<file path="config.mk">
export PLATFORM = sky130hd
export DESIGN_NAME = ipv6_text_address_parser_core
export DESIGN_NICKNAME = d
export VERILOG_FILES = /design/src/sv/ipv6p_pkg.sv /design/src/sv/ipv6_text_address_parser_core.sv
export SDC_FILE = /design/constraint.sdc
export NUM_CORES = 1
export LEC_CHECK = 0
export ABC_AREA = 0
export ABC_CLOCK_PERIOD_IN_PS = 13000
export BUFFER_PORTS_ARGS = -buffer_cell sky130_fd_sc_hd__buf_2
export CAP_MARGIN = 20
export CORE_MARGIN = 2
export CORE_UTILIZATION = 35
export CTS_BUF_LIST = sky130_fd_sc_hd__clkbuf_4
export DETAILED_ROUTE_END_ITERATION = 7
export MAX_ROUTING_LAYER = met4
export PLACE_DENSITY = 0.47
export SYNTH_ARGS = -nofsm -noshare
export SYNTH_HDL_FRONTEND = slang
export SYNTH_SLANG_ARGS = --single-unit
export TNS_END_PERCENT = 100
</file>
<file path="constraint.sdc">
create_clock -name clock -period 13 [get_ports clock]
set_clock_uncertainty 0.2 [all_clocks]
set_input_delay 2.6 -clock clock [delete_from_list [all_inputs] [get_ports clock]]
set_output_delay 2.6 -clock clock [all_outputs]
set_load 0.03 [all_outputs]
</file>
<file path="src/sv/ipv6p_pkg.sv">
`timescale 1ns / 1ps

package ipv6p_pkg;

   localparam logic [7:0] CHAR_END   = 8'h00;
   localparam logic [7:0] CHAR_COLON = 8'h3A;

   localparam logic [5:0] ADDR_BYTES       = 6'd16;
   localparam logic [2:0] GROUP_MAX_DIGITS = 3'd4;
   localparam int         GROUP_WORDS      = 8;

   typedef logic [15:0] word_type;

   // {is_hex, nibble}
   function automatic logic [4:0] hex_decode(input logic [7:0] c);
      logic [4:0] r;
      r = 5'b0_0000;
      priority if (c >= 8'h30 && c <= 8'h39) begin
         r = {1'b1, 4'(c - 8'h30)};
      end else if (c >= 8'h61 && c <= 8'h66) begin
         r = {1'b1, 4'(c - 8'h57)};
      end else if (c >= 8'h41 && c <= 8'h46) begin
         r = {1'b1, 4'(c - 8'h37)};
      end else begin
         r = 5'b0_0000;
      end
      return r;
   endfunction

endpackage

</file>
<file path="src/sv/ipv6_text_address_parser_core.sv">
`timescale 1ns / 1ps

// channel   direction  handshake                payload
// req_      in         req_valid / req_stall    req_char_in[7:0]
// rsp_      out        rsp_valid / rsp_stall    rsp_addr_high[63:0], rsp_addr_low[63:0],
//                                               rsp_parse_ok
//
// one character per cycle while req_stall is low; input register, then state update and
// result register, so a result becomes valid as its terminator beat leaves the input register.
// reset is synchronous and clears parse state, head/tail words and both valid stages.
// rsp_stall holds the result register; a terminator waiting in the input register
// then raises req_stall, while other characters keep flowing.

module ipv6_text_address_parser_core (
   input  logic        clock,
   input  logic        reset,
   input  logic        req_valid,
   output logic        req_stall,
   input  logic [7:0]  req_char_in,
   output logic        rsp_valid,
   input  logic        rsp_stall,
   output logic [63:0] rsp_addr_high,
   output logic [63:0] rsp_addr_low,
   output logic        rsp_parse_ok
);
   import ipv6p_pkg::*;

   logic       in_valid_ff, in_valid_in;
   logic [7:0] in_char_ff;

   word_type   head_ff [GROUP_WORDS];
   word_type   head_in [GROUP_WORDS];
   word_type   tail_ff [GROUP_WORDS];
   word_type   tail_in [GROUP_WORDS];
   logic [4:0] head_count_ff, head_count_in;
   logic [4:0] tail_count_ff, tail_count_in;
   logic       after_gap_ff, after_gap_in;
   word_type   group_value_ff, group_value_in;
   logic [2:0] group_digits_ff, group_digits_in;
   logic       prev_colon_ff, prev_colon_in;
   logic       at_start_ff, at_start_in;
   logic       failed_ff, failed_in;

   logic         out_valid_ff, out_valid_in;
   logic [127:0] out_addr_ff, out_addr_in;
   logic         out_ok_ff, out_ok_in;

   logic       is_end, is_colon, advance, out_free, take_req;
   logic [4:0] hex;
   logic [4:0] sel_count;
   logic       failed_n;
   logic [127:0] addr_raw;

   assign is_end   = (in_char_ff == CHAR_END);
   assign is_colon = (in_char_ff == CHAR_COLON);
   assign hex      = hex_decode(in_char_ff);
   assign out_free = !out_valid_ff || !rsp_stall;
   // only a terminator needs room in the result register
   assign advance  = in_valid_ff && (!is_end || out_free);
   assign req_stall = in_valid_ff && !advance;
   assign take_req  = req_valid && !req_stall;

   assign in_valid_in = take_req ? 1'b1 : (advance ? 1'b0 : in_valid_ff);

   always_comb begin
      for (int i = 0; i < GROUP_WORDS; i++) begin
         head_in[i] = head_ff[i];
         tail_in[i] = tail_ff[i];
      end
      head_count_in   = head_count_ff;
      tail_count_in   = tail_count_ff;
      after_gap_in    = after_gap_ff;
      group_value_in  = group_value_ff;
      group_digits_in = group_digits_ff;
      prev_colon_in   = prev_colon_ff;
      at_start_in     = at_start_ff;
      failed_n        = failed_ff;
      sel_count       = after_gap_ff ? tail_count_ff : head_count_ff;
      addr_raw        = '0;

      if (!failed_ff) begin
         if (is_colon || is_end) begin
            if (group_digits_ff != 3'd0) begin
               if ({1'b0, sel_count} + 6'd2 > ADDR_BYTES) begin
                  failed_n = 1'b1;
               end else begin
                  if (after_gap_ff) begin
                     // tail words stay right-aligned: shift toward the front
                     for (int i = 0; i < GROUP_WORDS - 1; i++) begin
                        tail_in[i] = tail_ff[i + 1];
                     end
                     tail_in[GROUP_WORDS - 1] = group_value_ff;
                     tail_count_in = tail_count_ff + 5'd2;
                  end else begin
                     head_in[head_count_ff[3:1]] = group_value_ff;
                     head_count_in = head_count_ff + 5'd2;
                  end
                  group_value_in  = '0;
                  group_digits_in = 3'd0;
               end
            end else if (!at_start_ff && prev_colon_ff) begin
               if (after_gap_ff && !is_end) begin
                  failed_n = 1'b1;
               end else begin
                  after_gap_in = 1'b1;
               end
            end
            prev_colon_in = is_colon;
         end else begin
            if (!hex[4]) begin
               failed_n = 1'b1;
            end else begin
               group_value_in  = {group_value_ff[11:0], hex[3:0]};
               group_digits_in = group_digits_ff + 3'd1;
               if (group_digits_ff + 3'd1 > GROUP_MAX_DIGITS) begin
                  failed_n = 1'b1;
               end
            end
            prev_colon_in = 1'b0;
         end
         at_start_in = 1'b0;
      end

      if (is_end && !failed_n &&
          ({1'b0, head_count_in} + {1'b0, tail_count_in} > ADDR_BYTES)) begin
         failed_n = 1'b1;
      end
      failed_in = failed_n;

      // head and tail cannot overlap once the length check passed
      for (int i = 0; i < GROUP_WORDS; i++) begin
         addr_raw[127 - 16 * i -: 16] = head_in[i] | tail_in[i];
      end
      out_addr_in = failed_n ? '0 : addr_raw;
      out_ok_in   = !failed_n;

      if (is_end) begin
         for (int i = 0; i < GROUP_WORDS; i++) begin
            head_in[i] = '0;
            tail_in[i] = '0;
         end
         head_count_in   = 5'd0;
         tail_count_in   = 5'd0;
         after_gap_in    = 1'b0;
         group_value_in  = '0;
         group_digits_in = 3'd0;
         prev_colon_in   = 1'b0;
         at_start_in     = 1'b1;
         failed_in       = 1'b0;
      end
   end

   assign out_valid_in = (advance && is_end) ? 1'b1 :
                         (rsp_stall ? out_valid_ff : 1'b0);

   always_ff @(posedge clock) begin
      if (reset) begin
         in_valid_ff     <= 1'b0;
         out_valid_ff    <= 1'b0;
         head_count_ff   <= 5'd0;
         tail_count_ff   <= 5'd0;
         after_gap_ff    <= 1'b0;
         group_value_ff  <= '0;
         group_digits_ff <= 3'd0;
         prev_colon_ff   <= 1'b0;
         at_start_ff     <= 1'b1;
         failed_ff       <= 1'b0;
         for (int i = 0; i < GROUP_WORDS; i++) begin
            head_ff[i] <= '0;
            tail_ff[i] <= '0;
         end
      end else begin
         in_valid_ff  <= in_valid_in;
         out_valid_ff <= out_valid_in;
         if (advance) begin
            head_count_ff   <= head_count_in;
            tail_count_ff   <= tail_count_in;
            after_gap_ff    <= after_gap_in;
            group_value_ff  <= group_value_in;
            group_digits_ff <= group_digits_in;
            prev_colon_ff   <= prev_colon_in;
            at_start_ff     <= at_start_in;
            failed_ff       <= failed_in;
            for (int i = 0; i < GROUP_WORDS; i++) begin
               head_ff[i] <= head_in[i];
               tail_ff[i] <= tail_in[i];
            end
         end
      end
   end

   always_ff @(posedge clock) begin
      if (take_req) begin
         in_char_ff <= req_char_in;
      end
      if (advance && is_end) begin
         out_addr_ff <= out_addr_in;
         out_ok_ff   <= out_ok_in;
      end
   end

   assign rsp_valid     = out_valid_ff;
   assign rsp_addr_high = out_addr_ff[127:64];
   assign rsp_addr_low  = out_addr_ff[63:0];
   assign rsp_parse_ok  = out_ok_ff;

endmodule

</file>
==> flow_summary.ini <==
[clocking]
cts_sinks = 426
postCtsHoldBufs = 0
cts_buffers = 113
clockBufferDepth = 3
postCtsResizedCells = 0
clkSlewWorstSetupHoldPaths_ns = 0.07
clk_latency_ns = 0.84
cts-root-buf = clkbuf_4
cts_tree = built
cts_max_level = 3
post_cts_buffers = 0

[worst_setup_path]
start_kind = register
path_max_fanout = 67
crit_arrival_ns = 7.32
worstPathCellList = mux2i_1 > inv_1 > ha_1 > o311a_1 > o32ai_1 > buf_2 > and3_4 > buf_4 > nand2_1 > xnor2_1 > ha_1 > o31ai_1 > nand3_4 > buf_4 > a21oi_1
crit_buf_inv = 4
crit_type = reg -> reg
required_ns = 13.46
crit_family = buffers and inverters
crit_path_end_kind = register
slowest_stage = buf_4
cpPeakStageDelay_ns = 0.86

[yosys]
yosysTopAreaCell = edfxtp_1
synth-edff-count = 393
syn_inst = 1409
yosys_register_bits = 426
yosysMostFrequentCell = edfxtp_1
synthArstFlopShare = 0
synth_commonest_cells = edfxtp_1 (393), nor2_1 (233), mux2i_1 (225)
yosysWarnings = 0
synth_top_area_frac = 0.6335
ys_types = 56
synth_area_leaders = edfxtp_1 (63%), mux2i_1 (12%), nor2_1 (4.7%)
synthFlopType = edfxtp_1
synth_area_um2 = 18630
syn_avg_cell_area_um2 = 13.22
yosysSeqAreaShare = 0.6690
synth_nets = 1436

[global_routing]
grt.total_usage = 0.1912
grt_pass1_vias = 12200
grt_overflow_total = 0
grt_pass1_wl_um = 78180
antenna_found_initial = 1
grt_max_degree = 135

[finish]
final_area_um2 = 21300
instances_no_fill = 2356
final_util = 0.4053
syn2layout_area_growth_pct = 14.33
finalNetCount = 1605
drive_gt1_frac = 0.2184

[outcome]
outcome = finished, final reports clean

[placed_design]
port_buffers = 142
dp_hpwl_um = 30320
placed_area_um2 = 19810
placed_cells = 2149
gp_congestion = 0.8121
place_ws_ns = 5.491

[sta]
hold_viol_final = 0
setup_viol = 0
tns_ns = 0
period_needed_ns = 6.858
fin_ws_ns = 6.142
tightest_slew_ns = 1.109
drv_slew = 0
max_slew_margin = 0.2594
holdWs_ns = 0.2627
max_freq_mhz = 145.8
rsz0062_at_grt = false
min_period_over_period = 0.5275

[floorplan]
ios = 143
dieArea_um2 = 55080
fp.coreArea_um2 = 52550
die_w_um = 234.7
start_util = 0.3545
fp.dieH_um = 234.7
placementRows = 84

[min_path]
min_path_type = reg -> reg

[drt]
ant_nets = 0
drt_iter0_markers = 857
drc = 0
met1_length_um = 24340
routed_via_density = 5.167
wl_per_cell_um = 21.91
highest_layer = met4
wl_met2_um = 23820
routed_wl_um = 51630
vias = 12170
wl_met3_um = 2340
firstDrtPassIters = 5

[power_and_ir_drop]
power_density_nw_per_um2 = 137.1
ir_drop_v = 0.00005877
p_leak_nw = 7.362
finalPower_mw = 2.921

[flow_run]
drv_cap = 0
==> worst register-to-register path: cells and delay by family (launching register included) <==
family	cells	cell delay, ns
DFF	1	0.70
buffers and inverters	4	1.90
AOI/OAI and AO/OA	4	1.24
adders and majority gates	2	0.61
and+or+nand+nor	3	1.54
xor gates and xnor gates	1	0.18
muxes	1	0.35
==> layout make-up <==
cell class	count	area, um^2
clock buffer	177	1329
multi-input combinational	863	5580
inverter	12	45.04
sequential	426	12460
tap	688	860.8
clock inverter	27	143.9
fill	5078	31250
timing repair buffer	162	874.6
antenna	1	2.502
==> registers in the layout, indices dropped and copies added, names as in the netlist, 3 cells and up <==
signal / count
group_digits_ff: 3
in_char_ff: 8
tail_ff: 128
head_count_ff: 4
tail_count_ff: 4
group_value_ff: 16
out_addr_ff: 128
head_ff: 128
==> cells in the final DEF, fill, tap and decap left out, drive strengths merged, types with 3 or more instances in the layout <==
cell	instances
a31oi	22
nand3	10
mux2	5
nor2b	6
and4	3
buf	162
nor2	233
o21ai	22
clkbuf	177
xnor2	9
nand4b	4
a21oi	157
nand2	80
clkinv	21
ha	15
inv	16
dfxtp	33
and3	3
nand2b	3
edfxtp	393
nor3	6
nand3b	3
mux2i	225
a21o	7
a22o	17
==> worst paths after layout <==
path | startpoint | end | slack [ns] | cells past startpoint
max | after_gap_ff$_SDFFE_PP0P_ | out_addr_ff[50]$_SDFFCE_PP0P_ | 6.14 | 15
min | at_start_ff$_SDFFE_PP1P_ | at_start_ff$_SDFFE_PP1P_ | 0.26 | 2
max reg2reg | after_gap_ff$_SDFFE_PP0P_ | out_addr_ff[50]$_SDFFCE_PP0P_ | 6.14 | 15
min reg2reg | at_start_ff$_SDFFE_PP1P_ | at_start_ff$_SDFFE_PP1P_ | 0.26 | 2
==> where the power goes <==
group,internal [mW],leakage (nW),total [mW],switching (mW)
clock network,0.635,0.886,1.21,0.571
registers,1.56,4.04,1.59,0.0297
logic,0.0356,2.44,0.128,0.0927
total,2.23,7.36,2.92,0.693
==> cells by family after synthesis <==
family          after synthesis  synth area share
simple gates                364           0.08248
compound gates              243           0.07536
flops                       426            0.6690
fa+ha+maj                    15           0.01008
xor+xnor                     11          0.005172
mux                         230            0.1239
buf+inv                     120           0.03399
==> layer usage <==
metal,vias up,GRT usage
met4,0,0.06291
met2,321,0.2884
met3,82,0.03407
li1,5619,-
met1,6151,0.2613
met5,-,-
No activity file was read; power rests on OpenSTA's default activity.
